File: src/hdl/tdpe_pkg.sv
// shared types, codes and defaults of the trial division prime engine
package tdpe_pkg;

    localparam int unsigned NUMBER_WIDTH_DEF = 16;
    localparam int unsigned MAX_LISTED_DEF   = 64;

    // fixed field widths on the stream ports
    localparam int unsigned FIELD_W    = 16;
    localparam int unsigned OUT_USER_W = 2;

    // bit positions in the output tuser
    localparam int unsigned USER_PRIME = 0;
    localparam int unsigned USER_TRUNC = 1;

    // smallest prime, first candidate and first trial divisor
    localparam int unsigned SMALLEST_PRIME = 2;

    // mode codes carried in the input tuser
    localparam logic MODE_TEST = 1'b0;
    localparam logic MODE_LIST = 1'b1;

    typedef enum logic [1:0] {
        CK_IDLE,
        CK_TEST,
        CK_WAIT
    } t_chk_state;

    typedef enum logic [2:0] {
        ST_IDLE,
        ST_TEST_WAIT,
        ST_LIST_NEXT,
        ST_LIST_WAIT,
        ST_PUT
    } t_top_state;

    typedef struct packed {
        logic done;
        logic zero;
    } t_rem_stat;

    typedef struct packed {
        logic done;
        logic prime;
    } t_chk_stat;

endpackage

File: src/hdl/tdpe_rem_unit.sv
// bit-serial restoring remainder unit, one dividend bit per cycle
module tdpe_rem_unit
    import tdpe_pkg::*;
#(
    parameter int unsigned NUMBER_WIDTH = NUMBER_WIDTH_DEF
) (
    input  logic                    i_clk,
    input  logic                    i_rst_n,
    input  logic                    i_start,
    input  logic [NUMBER_WIDTH-1:0] i_dividend,
    input  logic [NUMBER_WIDTH-1:0] i_divisor,
    output t_rem_stat               o_stat
);

    localparam int unsigned CW = $clog2(NUMBER_WIDTH);

    logic                    r_busy;
    logic                    r_done;
    logic [CW-1:0]           r_cnt;
    logic [NUMBER_WIDTH-1:0] r_shift;
    logic [NUMBER_WIDTH-1:0] r_rem;
    logic [NUMBER_WIDTH-1:0] r_div;

    logic [NUMBER_WIDTH:0]   w_trial;
    logic [NUMBER_WIDTH:0]   w_sub;
    logic                    w_ge;
    logic [NUMBER_WIDTH-1:0] n_rem;

    // partial remainder with the next dividend bit shifted in
    assign w_trial = {r_rem, r_shift[NUMBER_WIDTH-1]};
    assign w_ge    = (w_trial >= {1'b0, r_div});
    assign w_sub   = w_trial - {1'b0, r_div};
    assign n_rem   = w_ge ? w_sub[NUMBER_WIDTH-1:0] : w_trial[NUMBER_WIDTH-1:0];

    always_ff @(posedge i_clk) begin
        if (!i_rst_n) begin
            r_busy <= 1'b0;
            r_done <= 1'b0;
        end else begin
            r_done <= 1'b0;
            if (i_start) begin
                r_busy  <= 1'b1;
                r_cnt   <= CW'(NUMBER_WIDTH - 1);
                r_shift <= i_dividend;
                r_rem   <= '0;
                r_div   <= i_divisor;
            end else if (r_busy) begin
                r_rem   <= n_rem;
                r_shift <= r_shift << 1;
                r_cnt   <= r_cnt - CW'(1);
                if (r_cnt == '0) begin
                    r_busy <= 1'b0;
                    r_done <= 1'b1;
                end
            end
        end
    end

    assign o_stat.done = r_done;
    assign o_stat.zero = (r_rem == '0);

endmodule

File: config.mk
export PLATFORM = sky130hd
export DESIGN_NAME = tdpe_rem_unit
export DESIGN_NICKNAME = d
export VERILOG_FILES = /design/src/hdl/tdpe_pkg.sv /design/src/hdl/tdpe_rem_unit.sv
export SDC_FILE = /design/constraint.sdc
export NUM_CORES = 1
export LEC_CHECK = 0
export BUFFER_PORTS_ARGS = -buffer_cell sky130_fd_sc_hd__buf_2
export CAP_MARGIN = 0
export CORE_MARGIN = 2
export CORE_UTILIZATION = 40
export CTS_BUF_LIST = sky130_fd_sc_hd__clkbuf_16
export CTS_CLUSTER_DIAMETER = 200
export DETAILED_ROUTE_END_ITERATION = 10
export PLACE_DENSITY_LB_ADDON = 0.25
export RECOVER_POWER = 50
export SLEW_MARGIN = 30
export SYNTH_ARGS = -nofsm -noshare
export SYNTH_HDL_FRONTEND = slang
export SYNTH_SLANG_ARGS = --single-unit
export TNS_END_PERCENT = 30
File: constraint.sdc
create_clock -name i_clk -period 6.7 [get_ports i_clk]
set_clock_uncertainty 0.05 [all_clocks]
set_input_delay 1.34 -clock i_clk [delete_from_list [all_inputs] [get_ports i_clk]]
set_output_delay 1.34 -clock i_clk [all_outputs]
set_load 0.05 [all_outputs]
* Yosys cells after proc, flatten, opt, wreduce, memory -nomap -nowiden
Index checks and enable logic that the tools add are counted.
** Word-level totals
- Bits in registers :: 54
- Latch bits :: 0
- RAM bits :: 0
- Memory bits (read-only) :: 0
- Output and inout bits :: 2
- Word-level logic and storage cells :: 26
- Memories kept :: 0
** Operators by class
- $add $sub $neg :: 2
- Multipliers :: 0
- Divide/modulo/power cells :: 0
- Order comparisons :: 1
- Eq/ne operators :: 0
- Shifts and indexed selects :: 0
- Multiplexer cells :: 9
- Bitwise operators :: 2
- Reductions and logical operators :: 6
** Operator list (count)
- 2-to-1 mux 16 bit :: 4
- >= comparator 17 x 16 -> 1 bit :: 1
- logical NOT 16 bit :: 1
- subtractor 16 bit :: 1
- logical NOT 4 bit :: 1
- 2-to-1 mux 1 bit :: 4
- 2-to-1 mux 4 bit :: 1
- AND reduction 2 bit :: 2
- subtractor 4 x 1 -> 4 bit (second input constant) :: 1
- OR reduction 3 bit :: 1
- inverter 1 bit :: 2
- nonzero test 2 bit :: 1

* Logic depth before layout (Yosys ltp)
- Word-level depth :: 4
- Gate-level depth with buffers :: 10
- Gate-level depth less buffers :: 10

* Least setup slack after synthesis
OpenSTA, ideal clock, no wires.
- Path type :: input to register
- From :: input port i_start
- To :: register r_cnt[0], enable pin
- Arrival time :: 2473 ps
- Required time :: 6254 ps
- Path slack :: 3781 ps
- Stages :: 2
- Cell sequence :: clkbuf_1 -> o21a_1
** Between the ends
- Longest elaborated chain between the ends :: 2
** RTL lines
- from (decl) :: RTL line tdpe_rem_unit.sv:9 : input logic i_start,
- nonzero test 2 bit (no source line)
- AND reduction 2 bit (no source line)
- to (signal assigned) :: RTL line tdpe_rem_unit.sv:43 : r_cnt <= CW'(NUMBER_WIDTH - 1);
- to (signal assigned) :: RTL line tdpe_rem_unit.sv:50 : r_cnt <= r_cnt - CW'(1);
- to (decl) :: RTL line tdpe_rem_unit.sv:19 : logic [CW-1:0] r_cnt;
No other way between the ends.
A chain may end at the register's enable or synchronous reset.

* Worst setup path after layout
- From :: input port i_start
- To :: register r_div[9], enable pin
** Between the ends
- Longest elaborated chain between the ends :: 1
** RTL lines
- AND reduction 2 bit (no source line)
- to (signal assigned) :: RTL line tdpe_rem_unit.sv:46 : r_div <= i_divisor;
- to (decl) :: RTL line tdpe_rem_unit.sv:22 : logic [NUMBER_WIDTH-1:0] r_div;
No other way between the ends.

==> flow_summary.ini <==
[worst_setup_path]
required_ns = 6.56
worst_path_max_delay_cell = clkbuf_1
slowest_delay_ns = 1.16
crit_path_max_fanout = 35
cp_cell_sequence = clkbuf_1, and2_0
criticalPathCategory = in2reg
cp.arrival_ns = 3.60
critPathLaunchType = input port
cp.buffers_inverters = 1
cp_top_family = buffers and inverters
crit_path_end_kind = register
reg2reg_slack_ns = 3.18

[detailed_routing]
wl_mm = 6.54
ant_nets = 0
drt_iter0_markers = 164
drc = 0
avgViaCountPerCell = 5.46
drt-wirelength-per-cell_um = 15.3
vias = 2331
dr.pass1.iters = 4

[cells_and_area]
syn_to_final_growth_pct = 11.7
nets = 377
fill_cells = 761
drive_gt1_share_pct = 20.0
num_antenna_cells = 0

[logic_synthesis]
netlist_area_sq_um = 3210
synth_seq_cells = 54
synthArstFlopShare_pct = 0
synth-edff-count = 52
synth_fp_nets = 346
synthDistinctLibCells = 57
yosysWarnings = 0
ys.flop_type = edfxtp_1
avgSynthCellArea_sq_um = 10.9
syn-instance-count = 293
ys_seq_area_share_pct = 49.9

[power_and_ir_drop]
peakVddDrop_mv = 0.160
powerDensity_nw_per_um2 = 252
power_leakage_nw = 1.40

[clock_network]
hold_buffers = 0
post_cts_buffers = 0
cts_tree = built
cts_buffers = 5
cts.reportedPaths.clkPinSlew_ns = 0.07
clkLatencyLatePin_ns = 0.30
cts_resized = 0
cts_max_path_buffers = 2
cts_max_level = 2
root_buffer = clkbuf_16
clock-sinks = 54

[timing]
timing.final.crit_share_pct = 55.9
drv_slew = 36
setup_slack_ns = 2.96
maxSlewHeadroom_pct = -8.96
hold_viol = 0
fmax_mhz = 267
worst_pin_slew_ns = 1.63
finalSetupViolCount = 0
tns_ns = 0
rsz0062_at_grt = no
period_needed_ns = 3.74

[placed_design]
place_congestion = 0.808
dp_slack_ns = 3.44
port_buffers = 36
dp_hpwl_mm = 4.72

[floorplan]
die_area_sq_um = 8750
rows = 32
die_w_um = 93.5
start_util_pct = 41.3
die_y_um = 93.5
core-area_sq_um = 7770
io_pins = 37

[worst_hold_path]
hold_path_class = reg2reg

[grt]
grt-ovfl-total = 0
grt_start_max_net_pins = 36
grt_pass1_vias = 2323
grt_pass1_wl_mm = 10.9
antenna_found_initial = 0
grt_use_total_pct = 15.7

[status]
status = complete, but fails checks
violations = max-capacitance violations, max-slew violations

[job]
max_cap_viol_count = 1
## through the flow
step	power, mW	instance area (sq um)	utilization (%)	hold slack, ns	instances
2_1_floorplan	0.591	3210	-	0.365	293
3_3_place_gp	0.637	3450	44.4	0.384	419
3_5_place_dp	0.641	3450	44.4	0.388	419
4_1_cts	0.909	3600	46.3	0.401	427
5_1_grt	0.948	3580	46.1	0.420	427
6_report	0.901	3580	46.1	0.400	427
## state kept, by name, summed over array words and instances, names as in the netlist
| register | cells |
|---|---|
| r_cnt | 4 |
| r_div | 16 |
| r_busy | 1 |
| r_rem | 16 |
| r_shift | 16 |
| r_done | 1 |
## where the power goes
group | switching [mW] | internal (mW) | total, mW
Clock | 0.126 | 0.141 | 0.267
Sequential | 0.0141 | 0.404 | 0.418
Combinational | 0.123 | 0.0923 | 0.215
Total | 0.263 | 0.637 | 0.901
## cell usage after synthesis (all sizes together), types with 2 or more instances
library cell	instances	share of area, %
and2	4	0.78
buf	8	1.7
or3	4	0.78
o21bai	3	1.1
inv	27	3.2
nand2	17	2.0
nor4	5	1.2
dfxtp	2	1.2
o21a	4	0.94
nand4	3	0.59
a21oi	23	3.6
o211ai	4	0.94
nand3	16	2.5
clkbuf	5	0.62
a21o	4	0.94
mux2	15	5.3
a31o	2	0.55
o21ba	2	0.82
nor3	10	1.6
nor2b	4	0.78
o22ai	2	0.39
xnor2	8	2.2
xor2	2	0.55
ha	17	6.6
o21ai	16	2.5
nor2	10	1.2
a31oi	3	0.59
edfxtp	52	49
or4	2	0.59
## area by class of cell
| class | instances | area (sq um) | area share [%] |
|---|---|---|---|
| Sequential cell | 54 | 1600 | 44.7 |
| Multi-Input combinational cell | 199 | 1420 | 39.5 |
| Timing Repair Buffer | 37 | 185 | 5.17 |
| Tap cell | 102 | 128 | 3.56 |
| Clock buffer | 5 | 125 | 3.49 |
| Inverter | 27 | 101 | 2.83 |
| Clock inverter | 3 | 25.0 | 0.699 |
## cells by family (layout without fill, tap and decap cells)
| kind of cell | after synthesis | count (layout) | share of synthesized area (%) |
|---|---|---|---|
| adder cells (fa/ha/maj) | 18 | 18 | 7.26 |
| multiplexers | 16 | 16 | 5.58 |
| XOR/XNOR | 10 | 10 | 2.73 |
| AND/OR/NAND/NOR | 81 | 81 | 13.6 |
| buffers and inverters | 40 | 72 | 5.46 |
| flip-flops | 54 | 54 | 49.9 |
| AO/OA/AOI/OAI | 74 | 74 | 15.5 |
## worst min-delay path, cell delays in order, from the launching register on
cell and delay (ns):
dfxtp_1 0.31, nand2_1 0.06, nor3_1 0.04
## worst paths after layout
| path | start | to | depth (start not counted) |
|---|---|---|---|
| worst max-delay path | i_start | r_div[9] | 2 |
| worst min-delay path | r_busy | r_done | 2 |
| worst max register to register | r_rem[10] | r_rem[11] | 6 |
| worst min register to register | r_busy | r_done | 2 |
## metal layers
| layer | wire length (um) | track usage, % |
|---|---|---|
| met1 | 3050 | 20.8 |
| met2 | 3100 | 25.4 |
| met3 | 299 | 2.98 |
| met4 | 89 | 6.28 |
| met5 | 0 | 0 |
## cells in the final DEF (no fill, tap or decap), types with 4 or more instances in the layout
cell type,netlist,final
edfxtp_1,52,52
mux2_2,15,15
o211ai_1,4,4
o21ai_0,9,9
xnor2_1,8,8
nor2b_1,4,4
ha_1,17,17
nor3_1,10,10
nand3_1,16,16
o21ai_1,7,7
nor4_1,4,4
clkbuf_16,0,5
inv_1,27,27
buf_2,4,34
o21a_1,4,4
nand2_1,17,17
a21oi_1,23,23
or3_1,4,4
nor2_1,10,10
a21o_1,4,4
Power figures use the tool's default switching activity.
